$ cat config.mk
export PLATFORM = sky130hd
export DESIGN_NAME = ventilator_sensor_monitor_top
export DESIGN_NICKNAME = d
export VERILOG_FILES = /design/src/design/vsm_pkg.sv /design/src/design/vsm_cfg_regs.sv /design/src/design/vsm_convert.sv /design/src/design/vsm_eval.sv /design/src/design/ventilator_sensor_monitor_top.sv
export VERILOG_INCLUDE_DIRS = /design/src /design/src/design
export SDC_FILE = /design/constraint.sdc
export NUM_CORES = 1
export LEC_CHECK = 0
export BUFFER_PORTS_ARGS = -buffer_cell sky130_fd_sc_hd__buf_4
export CAP_MARGIN = 25
export CORE_MARGIN = 3
export CORE_UTILIZATION = 45
export DETAILED_ROUTE_END_ITERATION = 10
export PLACE_DENSITY_LB_ADDON = 0.15
export SYNTH_ARGS = -nofsm -noshare
export SYNTH_HDL_FRONTEND = slang
export SYNTH_HIERARCHICAL = 1
export SYNTH_SLANG_ARGS = --single-unit
$ cat constraint.sdc
create_clock -name clk -period 14.6 [get_ports clk]
set_input_delay 4.38 -clock clk [delete_from_list [all_inputs] [get_ports clk]]
set_output_delay 4.38 -clock clk [all_outputs]
set_load 0.05 [all_outputs]
$ cat src/design/assert_macros.svh
// ----------------------------------------------------------------------------
// assert_macros.svh
// assertion shorthands used by the top-level design file
// ----------------------------------------------------------------------------
`ifndef ASSERT_MACROS_SVH
`define ASSERT_MACROS_SVH

// checked on every rising edge of clk, suspended while rst_n is low
`define VSM_ASSERT(label, prop, msg) \
    label: assert property (@(posedge clk) disable iff (!rst_n) (prop)) else $error(msg);

// checked on every rising edge of clk, reset included
`define VSM_ASSERT_ALWAYS(label, prop, msg) \
    label: assert property (@(posedge clk) (prop)) else $error(msg);

`endif

$ cat src/design/vsm_pkg.sv
`timescale 1ns / 1ps
// ----------------------------------------------------------------------------
// vsm_pkg
// types, codes and constants of the ventilator sensor monitor
// ----------------------------------------------------------------------------
package vsm_pkg;

    localparam int SAMPLE_W    = 10;
    localparam int ACTION_W    = 3;
    localparam int MODE_W      = 2;
    localparam int CHAN_W      = 2;
    localparam int VALUE_W     = 21;
    localparam int ALARM_W     = 3;
    localparam int DISP_W      = 2;
    localparam int PRESS_W     = 8;
    localparam int TEMP_W      = 9;
    localparam int CFG_IDX_W   = 3;
    localparam int CFG_DATA_W  = 9;
    localparam int IN_TDATA_W  = 16;
    localparam int OUT_TDATA_W = 32;

    // floor(n / 427) = (n * 157164) >> 26 for 0 <= n < 2^17
    localparam int              TEMP_DIV_SHIFT = 26;
    localparam logic [17:0]     TEMP_DIV_RECIP = 18'd157164;
    localparam logic [18:0]     TEMP_OFFSET    = 19'd80550;
    localparam logic [10:0]     FLOW_ZERO      = 11'd547;
    localparam logic [11:0]     FLOW_GAIN      = 12'd1839;
    localparam logic [12:0]     PRESS_BIAS     = 13'd30;
    localparam logic [PRESS_W-1:0] PRESS_OFFSET = 8'd4;

    localparam logic signed [PRESS_W-1:0] PEAK_CLEAR = -8'sd100;

    localparam logic signed [PRESS_W-1:0] RST_OVERPRESSURE = 8'sd40;
    localparam logic signed [PRESS_W-1:0] RST_CAL_PRESSURE = 8'sd5;
    localparam logic signed [PRESS_W-1:0] RST_NO_PRESSURE  = 8'sd5;
    localparam logic signed [PRESS_W-1:0] RST_LOW_PRESSURE = 8'sd10;
    localparam logic signed [TEMP_W-1:0]  RST_MACHINE_TEMP = 9'sd60;
    localparam logic signed [TEMP_W-1:0]  RST_MOTOR_TEMP   = 9'sd80;

    typedef enum logic [ACTION_W-1:0] {
        ACT_SAMPLE       = 3'd0,
        ACT_CLEAR_PEAK   = 3'd1,
        ACT_PUBLISH_PEAK = 3'd2,
        ACT_PLATEAU      = 3'd3,
        ACT_PEEP         = 3'd4
    } action_t;

    typedef enum logic [MODE_W-1:0] {
        MODE_OTHER = 2'd0,
        MODE_RUN   = 2'd1,
        MODE_CAL   = 2'd2
    } mode_t;

    typedef enum logic [CHAN_W-1:0] {
        CH_PRESSURE     = 2'd0,
        CH_FLOW         = 2'd1,
        CH_MACHINE_TEMP = 2'd2,
        CH_MOTOR_TEMP   = 2'd3
    } chan_t;

    typedef enum logic [ALARM_W-1:0] {
        ALM_NONE         = 3'd0,
        ALM_OVERPRESSURE = 3'd1,
        ALM_PATIENT      = 3'd2,
        ALM_NO_PRESSURE  = 3'd3,
        ALM_LOW_PRESSURE = 3'd4,
        ALM_MACHINE_HOT  = 3'd5,
        ALM_MOTOR_HOT    = 3'd6
    } alarm_t;

    typedef enum logic [DISP_W-1:0] {
        DISP_NONE    = 2'd0,
        DISP_PEAK    = 2'd1,
        DISP_PLATEAU = 2'd2,
        DISP_PEEP    = 2'd3
    } disp_t;

    typedef enum logic [CFG_IDX_W-1:0] {
        CFG_OVERPRESSURE = 3'd0,
        CFG_CAL_PRESSURE = 3'd1,
        CFG_NO_PRESSURE  = 3'd2,
        CFG_LOW_PRESSURE = 3'd3,
        CFG_MACHINE_TEMP = 3'd4,
        CFG_MOTOR_TEMP   = 3'd5
    } cfg_reg_t;

    typedef struct packed {
        logic signed [PRESS_W-1:0] overpressure;
        logic signed [PRESS_W-1:0] cal_pressure;
        logic signed [PRESS_W-1:0] no_pressure;
        logic signed [PRESS_W-1:0] low_pressure;
        logic signed [TEMP_W-1:0]  machine_temp;
        logic signed [TEMP_W-1:0]  motor_temp;
    } limits_t;

    typedef struct packed {
        logic signed [PRESS_W-1:0] pressure;
        logic signed [VALUE_W-1:0] flow;
        logic signed [TEMP_W-1:0]  temp;
    } conv_t;

    typedef struct packed {
        chan_t                     channel_done;
        logic signed [VALUE_W-1:0] value;
        chan_t                     next_channel;
        alarm_t                    alarm;
        logic                      motor_stop;
        disp_t                     display;
    } result_t;

endpackage

$ cat src/design/vsm_cfg_regs.sv
`timescale 1ns / 1ps
// ----------------------------------------------------------------------------
// vsm_cfg_regs
// alarm limit registers, written through the plain configuration port
// ----------------------------------------------------------------------------
module vsm_cfg_regs (
    input  logic                             clk,
    input  logic                             rst_n,
    input  logic                             cfg_we,
    input  logic [vsm_pkg::CFG_IDX_W-1:0]    cfg_index,
    input  logic [vsm_pkg::CFG_DATA_W-1:0]   cfg_data,
    output vsm_pkg::limits_t                 limits
);

    vsm_pkg::limits_t limits_reg;
    vsm_pkg::limits_t limits_next;

    always_comb
    begin
        limits_next = limits_reg;
        if (cfg_we)
        begin
            case (vsm_pkg::cfg_reg_t'(cfg_index))
                vsm_pkg::CFG_OVERPRESSURE:
                    limits_next.overpressure = cfg_data[vsm_pkg::PRESS_W-1:0];
                vsm_pkg::CFG_CAL_PRESSURE:
                    limits_next.cal_pressure = cfg_data[vsm_pkg::PRESS_W-1:0];
                vsm_pkg::CFG_NO_PRESSURE:
                    limits_next.no_pressure = cfg_data[vsm_pkg::PRESS_W-1:0];
                vsm_pkg::CFG_LOW_PRESSURE:
                    limits_next.low_pressure = cfg_data[vsm_pkg::PRESS_W-1:0];
                vsm_pkg::CFG_MACHINE_TEMP:
                    limits_next.machine_temp = cfg_data[vsm_pkg::TEMP_W-1:0];
                vsm_pkg::CFG_MOTOR_TEMP:
                    limits_next.motor_temp = cfg_data[vsm_pkg::TEMP_W-1:0];
                default:
                    limits_next = limits_reg;
            endcase
        end
    end

    always_ff @(posedge clk or negedge rst_n)
    begin
        if (!rst_n)
        begin
            limits_reg.overpressure <= vsm_pkg::RST_OVERPRESSURE;
            limits_reg.cal_pressure <= vsm_pkg::RST_CAL_PRESSURE;
            limits_reg.no_pressure  <= vsm_pkg::RST_NO_PRESSURE;
            limits_reg.low_pressure <= vsm_pkg::RST_LOW_PRESSURE;
            limits_reg.machine_temp <= vsm_pkg::RST_MACHINE_TEMP;
            limits_reg.motor_temp   <= vsm_pkg::RST_MOTOR_TEMP;
        end
        else
        begin
            limits_reg <= limits_next;
        end
    end

    assign limits = limits_reg;

endmodule

$ cat src/design/vsm_convert.sv
`timescale 1ns / 1ps
// ----------------------------------------------------------------------------
// vsm_convert
// converts a raw 10-bit reading to pressure, flow and temperature
// ----------------------------------------------------------------------------
module vsm_convert (
    input  logic [vsm_pkg::SAMPLE_W-1:0] sample,
    output vsm_pkg::conv_t               conv
);

    logic [12:0]        press_biased;
    logic signed [10:0] flow_diff;
    logic signed [22:0] flow_prod;
    logic [17:0]        s_x150;
    logic signed [18:0] temp_num;
    logic signed [18:0] temp_abs;
    logic               temp_neg;
    logic [16:0]        temp_mag;
    logic [34:0]        temp_prod;
    logic [7:0]         temp_quot;

    // pressure: floor((7s - 290) / 64) + 1, kept on a non-negative operand
    assign press_biased = {sample, 3'b000} - {3'b000, sample} + vsm_pkg::PRESS_BIAS;
    assign conv.pressure = $signed({1'b0, press_biased[12:6]})
                         - $signed(vsm_pkg::PRESS_OFFSET);

    // flow: (s - 547) * 1839
    assign flow_diff = $signed({1'b0, sample}) - $signed(vsm_pkg::FLOW_ZERO);
    assign flow_prod = flow_diff * $signed(vsm_pkg::FLOW_GAIN);
    assign conv.flow = flow_prod[vsm_pkg::VALUE_W-1:0];

    // temperature: (80550 - 150s) / 427 toward zero, by reciprocal on the magnitude
    assign s_x150   = {1'b0, sample, 7'b0} + {4'b0, sample, 4'b0}
                    + {6'b0, sample, 2'b0} + {7'b0, sample, 1'b0};
    assign temp_num = $signed(vsm_pkg::TEMP_OFFSET) - $signed({1'b0, s_x150});
    assign temp_neg = temp_num[18];
    assign temp_abs = temp_neg ? -temp_num : temp_num;
    assign temp_mag = temp_abs[16:0];
    assign temp_prod = temp_mag * vsm_pkg::TEMP_DIV_RECIP;
    assign temp_quot = temp_prod[vsm_pkg::TEMP_DIV_SHIFT +: 8];
    assign conv.temp = temp_neg ? -$signed({1'b0, temp_quot}) : $signed({1'b0, temp_quot});

endmodule

$ cat src/design/vsm_eval.sv
`timescale 1ns / 1ps
// ----------------------------------------------------------------------------
// vsm_eval
// channel sequencing, pressure tracking and alarm decisions for one beat
// ----------------------------------------------------------------------------
module vsm_eval (
    input  logic                          clk,
    input  logic                          rst_n,
    input  logic                          step,
    input  logic [vsm_pkg::ACTION_W-1:0]  action,
    input  logic [vsm_pkg::MODE_W-1:0]    machine_mode,
    input  vsm_pkg::conv_t                conv,
    input  vsm_pkg::limits_t              limits,
    output vsm_pkg::result_t              res
);

    vsm_pkg::chan_t                     chan_reg;
    vsm_pkg::chan_t                     chan_next;
    logic signed [vsm_pkg::PRESS_W-1:0] last_press_reg;
    logic signed [vsm_pkg::PRESS_W-1:0] last_press_next;
    logic signed [vsm_pkg::PRESS_W-1:0] peak_reg;
    logic signed [vsm_pkg::PRESS_W-1:0] peak_next;

    function automatic logic signed [vsm_pkg::VALUE_W-1:0] VALUE_W_EXT(
        input logic signed [vsm_pkg::PRESS_W-1:0] p
    );
        VALUE_W_EXT = {{(vsm_pkg::VALUE_W-vsm_pkg::PRESS_W){p[vsm_pkg::PRESS_W-1]}}, p};
    endfunction

    always_comb
    begin
        chan_next       = chan_reg;
        last_press_next = last_press_reg;
        peak_next       = peak_reg;

        res.channel_done = vsm_pkg::CH_PRESSURE;
        res.value        = '0;
        res.alarm        = vsm_pkg::ALM_NONE;
        res.motor_stop   = 1'b0;
        res.display      = vsm_pkg::DISP_NONE;

        case (vsm_pkg::action_t'(action))
            vsm_pkg::ACT_SAMPLE:
            begin
                res.channel_done = chan_reg;
                chan_next = vsm_pkg::chan_t'(chan_reg + 2'd1);
                case (chan_reg)
                    vsm_pkg::CH_PRESSURE:
                    begin
                        last_press_next = conv.pressure;
                        res.value = VALUE_W_EXT(conv.pressure);
                        if (machine_mode == vsm_pkg::MODE_RUN)
                        begin
                            if (conv.pressure > limits.overpressure)
                            begin
                                res.alarm      = vsm_pkg::ALM_OVERPRESSURE;
                                res.motor_stop = 1'b1;
                            end
                            if (conv.pressure > peak_reg)
                                peak_next = conv.pressure;
                        end
                        else if (machine_mode == vsm_pkg::MODE_CAL)
                        begin
                            if (conv.pressure > limits.cal_pressure)
                            begin
                                res.alarm      = vsm_pkg::ALM_PATIENT;
                                res.motor_stop = 1'b1;
                            end
                        end
                    end
                    vsm_pkg::CH_FLOW:
                        res.value = conv.flow;
                    vsm_pkg::CH_MACHINE_TEMP:
                    begin
                        res.value = {{(vsm_pkg::VALUE_W-vsm_pkg::TEMP_W){conv.temp[8]}},
                                     conv.temp};
                        if (conv.temp > limits.machine_temp)
                            res.alarm = vsm_pkg::ALM_MACHINE_HOT;
                    end
                    default:
                    begin
                        res.value = {{(vsm_pkg::VALUE_W-vsm_pkg::TEMP_W){conv.temp[8]}},
                                     conv.temp};
                        if (conv.temp > limits.motor_temp)
                            res.alarm = vsm_pkg::ALM_MOTOR_HOT;
                    end
                endcase
            end
            vsm_pkg::ACT_CLEAR_PEAK:
            begin
                peak_next = vsm_pkg::PEAK_CLEAR;
                res.value = VALUE_W_EXT(vsm_pkg::PEAK_CLEAR);
            end
            vsm_pkg::ACT_PUBLISH_PEAK:
            begin
                res.value   = VALUE_W_EXT(peak_reg);
                res.display = vsm_pkg::DISP_PEAK;
                // no-pressure check wins over low-pressure
                if (peak_reg < limits.no_pressure)
                    res.alarm = vsm_pkg::ALM_NO_PRESSURE;
                else if (peak_reg < limits.low_pressure)
                    res.alarm = vsm_pkg::ALM_LOW_PRESSURE;
            end
            vsm_pkg::ACT_PLATEAU:
            begin
                res.value   = VALUE_W_EXT(last_press_reg);
                res.display = vsm_pkg::DISP_PLATEAU;
            end
            vsm_pkg::ACT_PEEP:
            begin
                res.value   = VALUE_W_EXT(last_press_reg);
                res.display = vsm_pkg::DISP_PEEP;
            end
            default:
            begin
                res.value = '0;
            end
        endcase

        res.next_channel = chan_next;
    end

    always_ff @(posedge clk or negedge rst_n)
    begin
        if (!rst_n)
        begin
            chan_reg       <= vsm_pkg::CH_PRESSURE;
            last_press_reg <= '0;
            peak_reg       <= vsm_pkg::PEAK_CLEAR;
        end
        else if (step)
        begin
            chan_reg       <= chan_next;
            last_press_reg <= last_press_next;
            peak_reg       <= peak_next;
        end
    end

endmodule

$ cat src/design/ventilator_sensor_monitor_top.sv
`timescale 1ns / 1ps
// ----------------------------------------------------------------------------
// ventilator_sensor_monitor_top
// round-robin sensor monitor: converts pressure, flow and temperature
// readings, tracks the cycle peak and raises alarms
//
//   port group | dir | payload
//   -----------+-----+---------------------------------------------------
//   s_axis     | in  | tuser: action; tdata: sample, machine_mode
//   m_axis     | out | tdata: channel_done, value, next_channel, alarm,
//              |     |        motor_stop_request, display_update
//   cfg        | in  | cfg_we, cfg_index, cfg_data (limit registers)
//
// one beat per cycle sustained while m_axis_tready is high; a beat goes
// via the input register and the result register around the datapath
// reset clears both valid flags, points at the pressure channel, sets the
// cycle peak to -100 and loads the default limits
// with m_axis_tready low the result holds, the input register takes one
// more beat, then s_axis_tready drops
// ----------------------------------------------------------------------------
`include "assert_macros.svh"

module ventilator_sensor_monitor_top (
    input  logic                              clk,
    input  logic                              rst_n,
    input  logic                              s_axis_tvalid,
    output logic                              s_axis_tready,
    // [9:0] sample, [11:10] machine_mode, [15:12] zero
    input  logic [vsm_pkg::IN_TDATA_W-1:0]    s_axis_tdata,
    // [2:0] action
    input  logic [vsm_pkg::ACTION_W-1:0]      s_axis_tuser,
    output logic                              m_axis_tvalid,
    input  logic                              m_axis_tready,
    // [1:0] channel_done, [22:2] value, [24:23] next_channel, [27:25] alarm,
    // [28] motor_stop_request, [30:29] display_update, [31] zero
    output logic [vsm_pkg::OUT_TDATA_W-1:0]   m_axis_tdata,
    input  logic                              cfg_we,
    input  logic [vsm_pkg::CFG_IDX_W-1:0]     cfg_index,
    input  logic [vsm_pkg::CFG_DATA_W-1:0]    cfg_data
);

    logic                              in_valid_reg;
    logic [vsm_pkg::ACTION_W-1:0]      in_action_reg;
    logic [vsm_pkg::SAMPLE_W-1:0]      in_sample_reg;
    logic [vsm_pkg::MODE_W-1:0]        in_mode_reg;
    logic                              out_valid_reg;
    vsm_pkg::result_t                  out_res_reg;

    logic                              in_beat;
    logic                              advance;
    vsm_pkg::limits_t                  limits;
    vsm_pkg::conv_t                    conv;
    vsm_pkg::result_t                  res;

    // the item in the input register moves on when the result slot frees up
    assign advance       = in_valid_reg && (!out_valid_reg || m_axis_tready);
    assign s_axis_tready = !in_valid_reg || advance;
    assign in_beat       = s_axis_tvalid && s_axis_tready;

    vsm_cfg_regs u_cfg (
        .clk       (clk),
        .rst_n     (rst_n),
        .cfg_we    (cfg_we),
        .cfg_index (cfg_index),
        .cfg_data  (cfg_data),
        .limits    (limits)
    );

    vsm_convert u_conv (
        .sample (in_sample_reg),
        .conv   (conv)
    );

    vsm_eval u_eval (
        .clk          (clk),
        .rst_n        (rst_n),
        .step         (advance),
        .action       (in_action_reg),
        .machine_mode (in_mode_reg),
        .conv         (conv),
        .limits       (limits),
        .res          (res)
    );

    always_ff @(posedge clk or negedge rst_n)
    begin
        if (!rst_n)
        begin
            in_valid_reg  <= 1'b0;
            out_valid_reg <= 1'b0;
        end
        else
        begin
            if (in_beat)
                in_valid_reg <= 1'b1;
            else if (advance)
                in_valid_reg <= 1'b0;

            if (advance)
                out_valid_reg <= 1'b1;
            else if (m_axis_tready)
                out_valid_reg <= 1'b0;
        end
    end

    always_ff @(posedge clk)
    begin
        if (in_beat)
        begin
            in_action_reg <= s_axis_tuser;
            in_sample_reg <= s_axis_tdata[vsm_pkg::SAMPLE_W-1:0];
            in_mode_reg   <= s_axis_tdata[vsm_pkg::SAMPLE_W +: vsm_pkg::MODE_W];
        end
        if (advance)
            out_res_reg <= res;
    end

    assign m_axis_tvalid = out_valid_reg;
    assign m_axis_tdata  = {1'b0,
                            out_res_reg.display,
                            out_res_reg.motor_stop,
                            out_res_reg.alarm,
                            out_res_reg.next_channel,
                            out_res_reg.value,
                            out_res_reg.channel_done};

    // a moved item always lands in the result register
    `VSM_ASSERT(a_advance_fills_out, advance |=> out_valid_reg, "result register not loaded")

    // a waiting item never sits behind an empty result register
    `VSM_ASSERT(a_no_bubble, (in_valid_reg && !out_valid_reg) |=> out_valid_reg, "pipeline bubble")

    // motor stop only comes with a pressure alarm
    `VSM_ASSERT(a_stop_has_alarm, (out_valid_reg && out_res_reg.motor_stop) |-> (out_res_reg.alarm == vsm_pkg::ALM_OVERPRESSURE || out_res_reg.alarm == vsm_pkg::ALM_PATIENT), "motor stop without alarm")

    // display updates belong to non-sample beats, which report channel zero
    `VSM_ASSERT(a_display_chan, (out_valid_reg && out_res_reg.display != vsm_pkg::DISP_NONE) |-> (out_res_reg.channel_done == vsm_pkg::CH_PRESSURE), "display with channel set")

endmodule

Word-level counts from Yosys, hierarchy flattened
Index checks and enable logic that the tools add are counted.
W data, S select, Z words.
{"block": "word_totals", "ff_bits": 116, "latch_bits": 0, "ramBits": 0, "romBits": 0, "in_bits": 36, "out_inout_bits": 34, "wordCells": 102, "memories": 0}
{"block": "classes", "n_addsub": 11, "n_mul": 2, "n_div": 0, "magnitude_cmp": 7, "eq_ne": 16, "shifts": 0, "muxes": 24, "bitwise_logic": 0, "reduce_logical": 22}
{"operator": "$pmux W21 S4", "n": 1}
{"operator": "$pmux W21 S2", "n": 1}
{"operator": "$mul A17 B16 Y32 const B", "n": 1}
{"operator": "$gt A8 B8 Y1", "n": 3}
{"operator": "$mux W8", "n": 3}
{"operator": "$mul A11 B12 Y21 const B", "n": 1}
{"operator": "$sub A17 B18 Y19 const A", "n": 1}
{"operator": "$add A17 B14 Y18", "n": 1}
{"operator": "$add A18 B11 Y18", "n": 1}
{"operator": "$add A18 B12 Y18", "n": 1}
{"operator": "$gt A9 B9 Y1", "n": 2}
{"operator": "$mux W17", "n": 1}
{"operator": "$neg A17 Y17", "n": 1}
{"operator": "$lt A8 B8 Y1", "n": 2}
{"operator": "$pmux W8 S2", "n": 1}
{"operator": "$mux W3", "n": 5}
{"operator": "$reduce_and A2 Y1", "n": 7}
{"operator": "$add A13 B5 Y13 const B", "n": 1}
{"operator": "$sub A13 B10 Y13", "n": 1}
{"operator": "$eq A3 B2 Y1 const B", "n": 4}
{"operator": "$sub A10 B10 Y11 const B", "n": 1}
{"operator": "$eq A3 B3 Y1 const B", "n": 3}
{"operator": "$mux W9", "n": 1}
{"operator": "$neg A8 Y9", "n": 1}
{"operator": "other kinds (22)", "n": 37}

Longest topological paths before layout
Gate-level depths: netlist of the first run.
{"block": "logic_depth", "word_depth": 13, "ltp_mapped": 52, "depth_no_buf": 48}

Modules after synthesis
Netlist of the first run, hierarchy kept.
{"mod": "vsm_convert", "n_inst": 1, "cells_per_inst": 1159, "area_per_inst_um2": 10249.8, "seq_area_each_um2": 0.0}
{"mod": "vsm_eval", "n_inst": 1, "cells_per_inst": 381, "area_per_inst_um2": 2871.5, "seq_area_each_um2": 455.4}
{"mod": "vsm_cfg_regs", "n_inst": 1, "cells_per_inst": 110, "area_per_inst_um2": 1929.4, "seq_area_each_um2": 1268.7}
{"mod": "ventilator_sensor_monitor_top", "n_inst": 1, "cells_per_inst": 56, "area_per_inst_um2": 1496.4, "seq_area_each_um2": 1431.4}

Least setup slack after synthesis of the first run
No wires, ideal clock.
{"block": "synth_path", "path_type": "register to register", "from": "register in_sample_reg[2] (netlist name)", "to": "register out_res_reg, in the netlist m_axis_tdata[25] (data pin)", "setup_ns": 0.255, "t_arrival_ns": 11.315, "required_ns": 14.345, "slack_ns": 3.030, "path_stages_with_launch": 49, "n_path_buf": 3, "period_less_slack_ns": 11.570, "path_cell_list": "edfxtp_1 > inv_1 > fa_1 > inv_1 > fa_1 > fa_1 > inv_1 > ha_1 > buf_2 > o211ai_4 > nand4_2 > a31o_1 > a21oi_1 > o21ai_2 > a21o_1 > clkbuf_1 > buf_2 > a221o_1 > [13 not listed] > nand2_1 > o21ai_0 > a221oi_2 > o21ai_0 > a21oi_1 > xor2_1 > ha_1 > nand3b_1 > o31a_1 > a2111oi_0 > xnor2_1 > ha_1 > nand4_1 > o211a_1 > a22oi_1 > nand2_1 > a32oi_1 > a21bo_2"}
{"element": "from (decl)", "line": "ventilator_sensor_monitor_top.sv:44", "rtl": "logic [vsm_pkg::SAMPLE_W-1:0] in_sample_reg;"}
{"element": "from (signal assigned)", "line": "ventilator_sensor_monitor_top.sv:111", "rtl": "in_sample_reg <= s_axis_tdata[vsm_pkg::SAMPLE_W-1:0];"}
{"element": "to (signal assigned)", "line": "ventilator_sensor_monitor_top.sv:115", "rtl": "out_res_reg <= res;"}
{"element": "to (decl)", "line": "ventilator_sensor_monitor_top.sv:47", "rtl": "vsm_pkg::result_t out_res_reg;"}

==> impl_metrics.py, run 1 <==
metrics = {
    "route": {
        "met1_length_mm": 17.3,
        "via_count": 12005,
        "drt_iter0_markers": 577,
        "ant_nets": 0,
        "wl_per_cell_um": 17.4,
        "drt_wl_total_mm": 39.1,
        "drc": 0,
        "drtPass1Iterations": 5,
        "routed.top_layer": "met4",
        "vias_per_cell": 5.34,
        "wl_met3_mm": 1.19,
        "dr_wl_met2_mm": 19.4,
    },
    "cts": {
        "cts_tree": "yes",
        "cts_buffers": 17,
        "cts-root-buf": "clkbuf_16",
        "htree_levels": 4,
        "cts_sinks": 116,
        "clk_pin_slew_ns": 0.06,
        "ctsLongestPathBuffers": 2,
        "cts_hold_buf": 0,
        "cts_resized": 0,
        "postCtsSetupBuffers": 0,
        "clk_latency_ns": 0.42,
    },
    "yosys": {
        "synth_most_common_cell": "inv_1",
        "ys_types": 96,
        "syn_area_um2": 16500,
        "post-synth-top-area-fraction_pct": 24.5,
        "ys_seq_area_share_pct": 19.1,
        "ys_warn_count": 6,
        "yosys-top-cells-area": "ha_1 (24%), fa_1 (18%), inv_1 (8.6%), edfxtp_1 (8.3%), dfrtp_1 (7.9%)",
        "ys_async_sr_fraction_pct": 60.3,
        "synth-seq-cells": 116,
        "yosys.area.top_type": "ha_1",
        "synth-main-ff-cell": "dfrtp_1",
        "syn_avg_cell_area_um2": 9.70,
        "synth_common_cells": "inv_1 (381), ha_1 (324), fa_1 (147)",
        "synth.net_count": 2213,
        "synth-edff-count": 46,
        "syn_inst": 1706,
    },
    "sta": {
        "timing.fmax_ghz": 0.0750,
        "rsz0062_at_grt": "no",
        "worst_pin_slew_ns": 0.984,
        "finalSetupViolations": 0,
        "period_share_pct": 91.3,
        "whs_ns": 0.502,
        "setup_tns_ns": 0,
        "slew_viol_final": 0,
        "period_needed_ns": 13.33,
        "skew_ns": 0.00709,
        "relSlewSlack_pct": 32.5,
        "hold_viol_final": 0,
    },
    "layout": {
        "fillers": 3363,
        "final_nets": 2281,
        "multiInputGateArea_um2": 11800,
        "regArea_um2": 3160,
        "syn_to_final_growth_pct": 10.3,
        "drive_above_1_share_pct": 12.6,
        "final_cells": 2248,
        "antenna_cells": 0,
        "largest_reg_flops": 50,
    },
    "global_route": {
        "globalRouteOverflowTotal": 0,
        "grt_pass1_wl_mm": 65.2,
        "antenna_found_initial": 0,
        "globalRouteTotalUtil_pct": 20.9,
        "grt_pass1_vias": 12575,
        "grt_max_degree": 71,
    },
    "floorplanning": {
        "die_y_um": 198,
        "dieArea_um2": 39100,
        "die_w_um": 198,
        "design.core.area_um2": 35900,
        "start_util_pct": 46.1,
        "num_rows": 69,
        "io_pins": 70,
    },
    "min_path": {
        "worstHoldPathType": "register to register",
        "worstHoldPathCells": 1,
    },
    "worst_setup_path": {
        "cp_max_fo": 18,
        "crit_buf_inv": 6,
        "crit_type": "register to register",
        "crit_top_cell": "fa_1",
        "path_depth": 44,
        "crit_path_end_kind": "register",
        "r2r_cells": 44,
        "required_ns": 14.74,
        "cp_top_family": "compound AO/OA/AOI/OAI gates",
        "start_kind": "register",
        "critPathSlowestCell": "a2111oi_0",
        "slowest_delay_ns": 0.66,
        "crit_arrival_ns": 13.47,
    },
    "placement": {
        "dp_cells": 2216,
        "place_congestion": 0.854,
        "io_buffers": 64,
        "detailed_place_hpwl_mm": 31.9,
    },
    "job": {
        "cap_violations": 0,
    },
    "status": {
        "status": "completed",
    },
}
==> worst reg2reg max path: cells and delay by family (launching register included) <==
family / cells / cell delay (ns)
compound gates: 23 / 5.58
xor+xnor: 2 / 0.70
fa+ha+maj: 12 / 5.56
buf+inv: 6 / 0.53
flops: 1 / 0.58
simple gates: 1 / 0.09
==> worst paths after layout <==
check	slack, ns	end	startpoint
worst max register to register	1.27	m_axis_tdata[27]$_DFFE_PP_	in_sample_reg[4]$_DFFE_PP_
worst max-delay path	1.27	m_axis_tdata[27]$_DFFE_PP_	in_sample_reg[4]$_DFFE_PP_
worst min-delay path	0.50	u_cfg/limits[20]$_DFFE_PN0P_	u_cfg/limits[20]$_DFFE_PN0P_
max in group asynchronous	9.87	u_cfg/limits[27]$_DFFE_PN0P_	rst_n
min in group asynchronous	4.11	u_cfg/limits[48]$_DFFE_PN0P_	rst_n
worst min register to register	0.50	u_cfg/limits[20]$_DFFE_PN0P_	u_cfg/limits[20]$_DFFE_PN0P_
==> metrics by stage <==
| stage | utilization (%) | area, um2 | setup WS (ns) |
|---|---|---|---|
| finish | 50.8 | 18300 | 1.27 |
| global route | 50.8 | 18300 | 0.248 |
| CTS | 50.8 | 18300 | 1.21 |
| detailed placement | 49.1 | 17600 | 1.41 |
| global placement | 49.1 | 17600 | 1.52 |
| floorplan | - | 16500 | 3.03 |
==> kinds of logic after synthesis <==
family	count (synthesis)	synth area share, %
buffers and inverters	421	9.75
DFF	116	19.1
adders and majority gates	472	42.3
other	1	0.0227
muxes	63	4.26
xor gates and xnor gates	80	4.28
AOI/OAI and AO/OA	304	12.6
and+or+nand+nor	249	7.71
==> placed cells by master (no fill, tap or decap), types with 55 or more instances in the layout <==
| master | synthesis | routed |
|---|---|---|
| xnor2_1 | 57 | 55 |
| nor2_1 | 56 | 56 |
| nand2_1 | 79 | 79 |
| buf_4 | 2 | 89 |
| fa_1 | 147 | 147 |
| ha_1 | 324 | 324 |
| inv_1 | 381 | 381 |
| a21oi_1 | 70 | 70 |
| o21ai_0 | 65 | 65 |
| mux2_2 | 59 | 59 |
==> cell type report <==
class / instances / area share (%)
Clock inverter: 12 / 0.829
Tap cell: 461 / 3.16
Sequential cell: 116 / 17.3
Inverter: 381 / 7.83
Timing Repair Buffer: 89 / 3.66
Clock buffer: 20 / 2.56
Multi-Input combinational cell: 1169 / 64.7
==> metal layers <==
layer,global-route usage (%),vias up
met5,0,-
met4,6.76,0
met3,2.14,56
met2,37.1,229
met1,26.8,5844
li1,-,5876
Power of run 1 is left out: the tool's default activity adds up to more than one toggle a clock period on the data nets, which glitch-free logic cannot reach.
==> run 2, diff against run 1 <==
==> constraint.sdc (replaced) <==
create_clock -name clk -period 12.1 [get_ports clk]
set_input_delay 3.63 -clock clk [delete_from_list [all_inputs] [get_ports clk]]
set_output_delay 3.63 -clock clk [all_outputs]
set_load 0.05 [all_outputs]
==> impl_metrics.py, run 2 (synthesis gave the netlist of run 1 again) <==
metrics = {
    "worst_setup_path": {
        "crit_path_end_kind": "register",
        "required_ns": 12.28,
        "slowest_delay_ns": 0.58,
        "crit_type": "register to register",
        "crit_top_cell": "fa_1",
        "start_kind": "register",
        "crit_arrival_ns": 11.76,
        "cp_max_fo": 4,
        "critPathSlowestCell": "fa_1",
    },
    "placement": {
        "io_buffers": 64,
        "place_congestion": 0.861,
        "detailed_place_hpwl_mm": 32.7,
        "preCtsSetupSlack_ns": -0.00115,
    },
    "route": {
        "drt_wl_total_mm": 39.7,
        "drtPass1Iterations": 5,
        "ant_nets": 0,
        "wl_per_cell_um": 17.1,
        "vias_per_cell": 5.24,
        "drc": 0,
        "via_count": 12189,
        "drt_iter0_markers": 552,
    },
    "floorplanning": {
        "io_pins": 70,
        "dieArea_um2": 39100,
        "die_y_um": 198,
        "die_w_um": 198,
        "num_rows": 69,
        "start_util_pct": 46.1,
        "design.core.area_um2": 35900,
    },
    "layout": {
        "final_common_cell": "inv_1",
        "drive_above_1_share_pct": 19.2,
        "layout_common_cells": "inv_1 (379), ha_1 (315), buf_4 (160)",
        "fillers": 3286,
        "largest_reg_flops": 50,
        "utilization_pct": 53.6,
        "final_nets": 2358,
        "syn_to_final_growth_pct": 16.4,
        "antenna_cells": 0,
    },
    "cts": {
        "htree_levels": 4,
        "cts_sinks": 116,
        "ctsLongestPathBuffers": 2,
        "clk_pin_slew_ns": 0.06,
        "clk_latency_ns": 0.42,
        "cts_hold_buf": 0,
        "cts_buffers": 17,
        "cts-root-buf": "clkbuf_16",
        "cts_tree": "yes",
    },
    "sta": {
        "worst_pin_slew_ns": 1.10,
        "period_share_pct": 95.7,
        "skew_ns": 0.0104,
        "hold_viol_final": 0,
        "finalSetupViolations": 0,
        "period_needed_ns": 11.58,
        "timing.fmax_ghz": 0.0863,
        "relSlewSlack_pct": 25.7,
        "worst_slack_ns": 0.516,
        "slew_viol_final": 0,
    },
    "status": {
        "status": "completed",
    },
    "min_path": {
        "worstHoldPathType": "register to register",
    },
    "global_route": {
        "globalRouteTotalUtil_pct": 20.6,
        "antenna_found_initial": 0,
        "globalRouteOverflowTotal": 0,
        "grt_max_degree": 71,
        "grt_pass1_wl_mm": 63.8,
        "grt_pass1_vias": 12282,
    },
    "job": {
        "cap_violations": 0,
    },
}
## run 2: routing by layer
layer / vias up / GRT usage (%) / wire length (um)
li1: 6010 / - / -
met1: 5994 / 26.7 / 17800
met2: 162 / 37.9 / 20700
met3: 23 / 1.36 / 834
met4: 0 / 4.22 / 399
met5: - / 0 / 0
## run 2: what timing repair did
item / CTS / global route
pin swaps: 0 / 38
resized for setup: 3 / 83
endpoints found under the setup margin: 2 / 3
setup buffers: 0 / 12
## run 2: area by class of cell
class                   instances  area (um2)  area share [%]
repair buffers                166        1280            6.63
inverters                     381        1430            7.42
multi-input cells            1169       12200            63.4
well taps                     461         577            2.99
clock inverters                13         159           0.825
flip-flops and latches        116        3160            16.4
clock buffers                  19         443            2.30
## run 2: critical path, delay by kind of cell (launching register included)
| family | cells | cell delay (ns) |
|---|---|---|
| xor+xnor | 2 | 0.31 |
| compound gates | 17 | 3.69 |
| simple gates | 6 | 0.71 |
| fa+ha+maj | 12 | 5.22 |
| buf+inv | 9 | 0.91 |
| flops | 1 | 0.48 |
## run 2: path summary, 6_finish.rpt
path,from,end,slack [ns],depth (start not counted)
min in group asynchronous,rst_n,u_cfg/limits[46]$_DFFE_PN0P_,3.35,1
max in group asynchronous,rst_n,u_cfg/limits[15]$_DFFE_PN0P_,8.14,1
hold / removal,u_cfg/limits[18]$_DFFE_PN0P_,u_cfg/limits[18]$_DFFE_PN0P_,0.50,1
hold reg to reg,u_cfg/limits[18]$_DFFE_PN0P_,u_cfg/limits[18]$_DFFE_PN0P_,0.50,1
setup / recovery,in_sample_reg[5]$_DFFE_PP_,m_axis_tdata[25]$_DFFE_PP_,0.52,46
setup reg to reg,in_sample_reg[5]$_DFFE_PP_,m_axis_tdata[25]$_DFFE_PP_,0.52,46
## run 2: per-stage QoR
step | instance area, um2 | TNS, ns | cells | hold slack (ns)
final | 19300 | 0 | 2325 | 0.497
after global routing | 19300 | -0.0458 | 2325 | 0.514
after CTS | 18700 | 0 | 2313 | 0.498
after detailed placement | 18100 | -0.00115 | 2281 | 0.486
after global placement | 18100 | 0 | 2281 | 0.480
after floorplan | 16500 | 0 | 1706 | 0.471
Power of run 2 is left out for the same reason.
==> run 3, diff against run 2 <==
--- a/config.mk
+++ b/config.mk
@@ -6,7 +6,7 @@
 export SDC_FILE = /design/constraint.sdc
 export NUM_CORES = 1
 export LEC_CHECK = 0
-export BUFFER_PORTS_ARGS = -buffer_cell sky130_fd_sc_hd__buf_4
+export BUFFER_PORTS_ARGS = -buffer_cell sky130_fd_sc_hd__buf_2
 export CAP_MARGIN = 25
 export CORE_MARGIN = 3
 export CORE_UTILIZATION = 45
==> impl_metrics.py, run 3 (synthesis gave the netlist of run 1 again) <==
metrics = {
    "floorplanning": {
        "die_w_um": 198,
        "io_pins": 70,
        "num_rows": 69,
        "dieArea_um2": 39100,
        "design.core.area_um2": 35900,
        "die_y_um": 198,
        "start_util_pct": 46.1,
    },
    "placement": {
        "detailed_place_hpwl_mm": 33.1,
        "placed_area_um2": 17900,
        "io_buffers": 64,
        "place_congestion": 0.864,
        "preCtsSetupSlack_ns": -0.0808,
    },
    "layout": {
        "layout_common_cells": "inv_1 (378), ha_1 (320), fa_1 (147)",
        "antenna_cells": 0,
        "final_nets": 2351,
        "regArea_um2": 3160,
        "design_area_um2": 18900,
        "syn_to_final_growth_pct": 14.2,
        "final_common_cell": "inv_1",
        "drive_above_1_share_pct": 17.9,
        "fillers": 3280,
        "multiInputGateArea_um2": 12100,
        "largest_reg_flops": 50,
    },
    "global_route": {
        "groute.layer.met2.usage_pct": 36.7,
        "grt_max_degree": 71,
        "top_usage_layer": "met2",
        "antenna_found_initial": 0,
        "globalRouteTotalUtil_pct": 20.7,
        "grt_use_met1_pct": 26.6,
        "grt_pass1_wl_mm": 64.2,
        "grt_pass1_vias": 12380,
        "grtUsageMet3_pct": 1.65,
        "globalRouteOverflowTotal": 0,
    },
    "cts": {
        "cts-root-buf": "clkbuf_16",
        "ctsLongestPathBuffers": 2,
        "clk_latency_ns": 0.42,
        "clk_pin_slew_ns": 0.05,
        "cts_tree": "yes",
        "cts_buffers": 17,
        "cts_sinks": 116,
        "htree_levels": 4,
    },
    "worst_setup_path": {
        "crit_arrival_ns": 11.79,
        "slowest_delay_ns": 0.52,
        "crit_path_end_kind": "register",
        "r2r_slack_ns": 0.43,
        "r2r_cells": 49,
        "crit_type": "register to register",
        "start_kind": "register",
        "r2r-start": "in_sample_reg[5]$_DFFE_PP_",
        "critPathSlowestCell": "fa_1",
        "crit_top_cell": "fa_1",
        "required_ns": 12.23,
        "cp_max_fo": 11,
        "reg2reg_to": "m_axis_tdata[27]$_DFFE_PP_",
    },
    "sta": {
        "timing.fmax_ghz": 0.0857,
        "period_share_pct": 96.4,
        "hold_viol_final": 0,
        "relSlewSlack_pct": 29.3,
        "period_needed_ns": 11.67,
        "skew_ns": 0.0123,
        "worst_slack_ns": 0.433,
        "finalSetupViolations": 0,
        "worst_pin_slew_ns": 1.05,
        "whs_ns": 0.504,
        "slew_viol_final": 0,
    },
    "route": {
        "wl_per_cell_um": 17.2,
        "drc": 0,
        "drt_wl_total_mm": 40.0,
        "drtPass1Iterations": 5,
        "ant_nets": 0,
        "via_count": 12154,
        "drt_iter0_markers": 531,
        "vias_per_cell": 5.24,
    },
    "min_path": {
        "min-delay-start": "u_cfg/limits[16]$_DFFE_PN0P_",
        "worstHoldPathType": "register to register",
        "worstHoldPathCells": 1,
        "worstHoldEndpoint": "u_cfg/limits[16]$_DFFE_PN0P_",
    },
    "job": {
        "cap_violations": 0,
    },
    "status": {
        "status": "completed",
    },
}
-- run 3: what timing repair did --
action | CTS | global route
hold endpoints to repair | 0 | 0
setup buffers | 0 | 9
hold buffers | 0 | 0
gates resized for setup | 4 | 64
pin swaps | 2 | 23
setup endpoints to repair | 3 | 4
-- run 3: worst max-delay path, delay by kind of cell (launching register included) --
| kind | cells | cell delay [ns] |
|---|---|---|
| compound gates | 15 | 2.87 |
| flops | 1 | 0.50 |
| buf+inv | 11 | 1.10 |
| fa+ha+maj | 12 | 4.90 |
| simple gates | 8 | 1.30 |
| xor+xnor | 3 | 0.68 |
-- run 3: area by class of cell --
class,count,share of cell area [%]
sequential,116,16.7
multi-input combinational,1169,63.9
clock buffer,20,2.36
timing repair buffer,159,5.57
clock inverter,12,0.854
tap,461,3.05
inverter,381,7.57
-- run 3: stage by stage --
step                      util, %  cells  TNS (ns)
after floorplan                 -   1706         0
after global placement       49.9   2277         0
after detailed placement     49.9   2277    -0.130
after CTS                    51.7   2309         0
after global routing         52.6   2318    -0.178
final                        52.6   2318         0
-- run 3: worst max-delay path by stage --
stage,from,end,slack [ns],cells past startpoint
finish,in_sample_reg[5]$_DFFE_PP_,m_axis_tdata[27]$_DFFE_PP_,0.43,49
global route,in_sample_reg[4]$_DFFE_PP_,m_axis_tdata[27]$_DFFE_PP_,-0.08,50
CTS,in_sample_reg[5]$_DFFE_PP_,m_axis_tdata[27]$_DFFE_PP_,0.01,50
detailed placement,in_sample_reg[5]$_DFFE_PP_,m_axis_tdata[25]$_DFFE_PP_,-0.08,46
global placement,in_sample_reg[5]$_DFFE_PP_,m_axis_tdata[25]$_DFFE_PP_,0.09,50
floorplan,in_sample_reg[2]$_DFFE_PP_,m_axis_tdata[25]$_DFFE_PP_,0.53,48
-- run 3: metal layers --
metal	up-vias	share of wire, %
li1	5994	-
met1	5898	44
met2	204	50
met3	58	2.1
met4	0	3.4
met5	-	0
Power of run 3 is left out for the same reason.
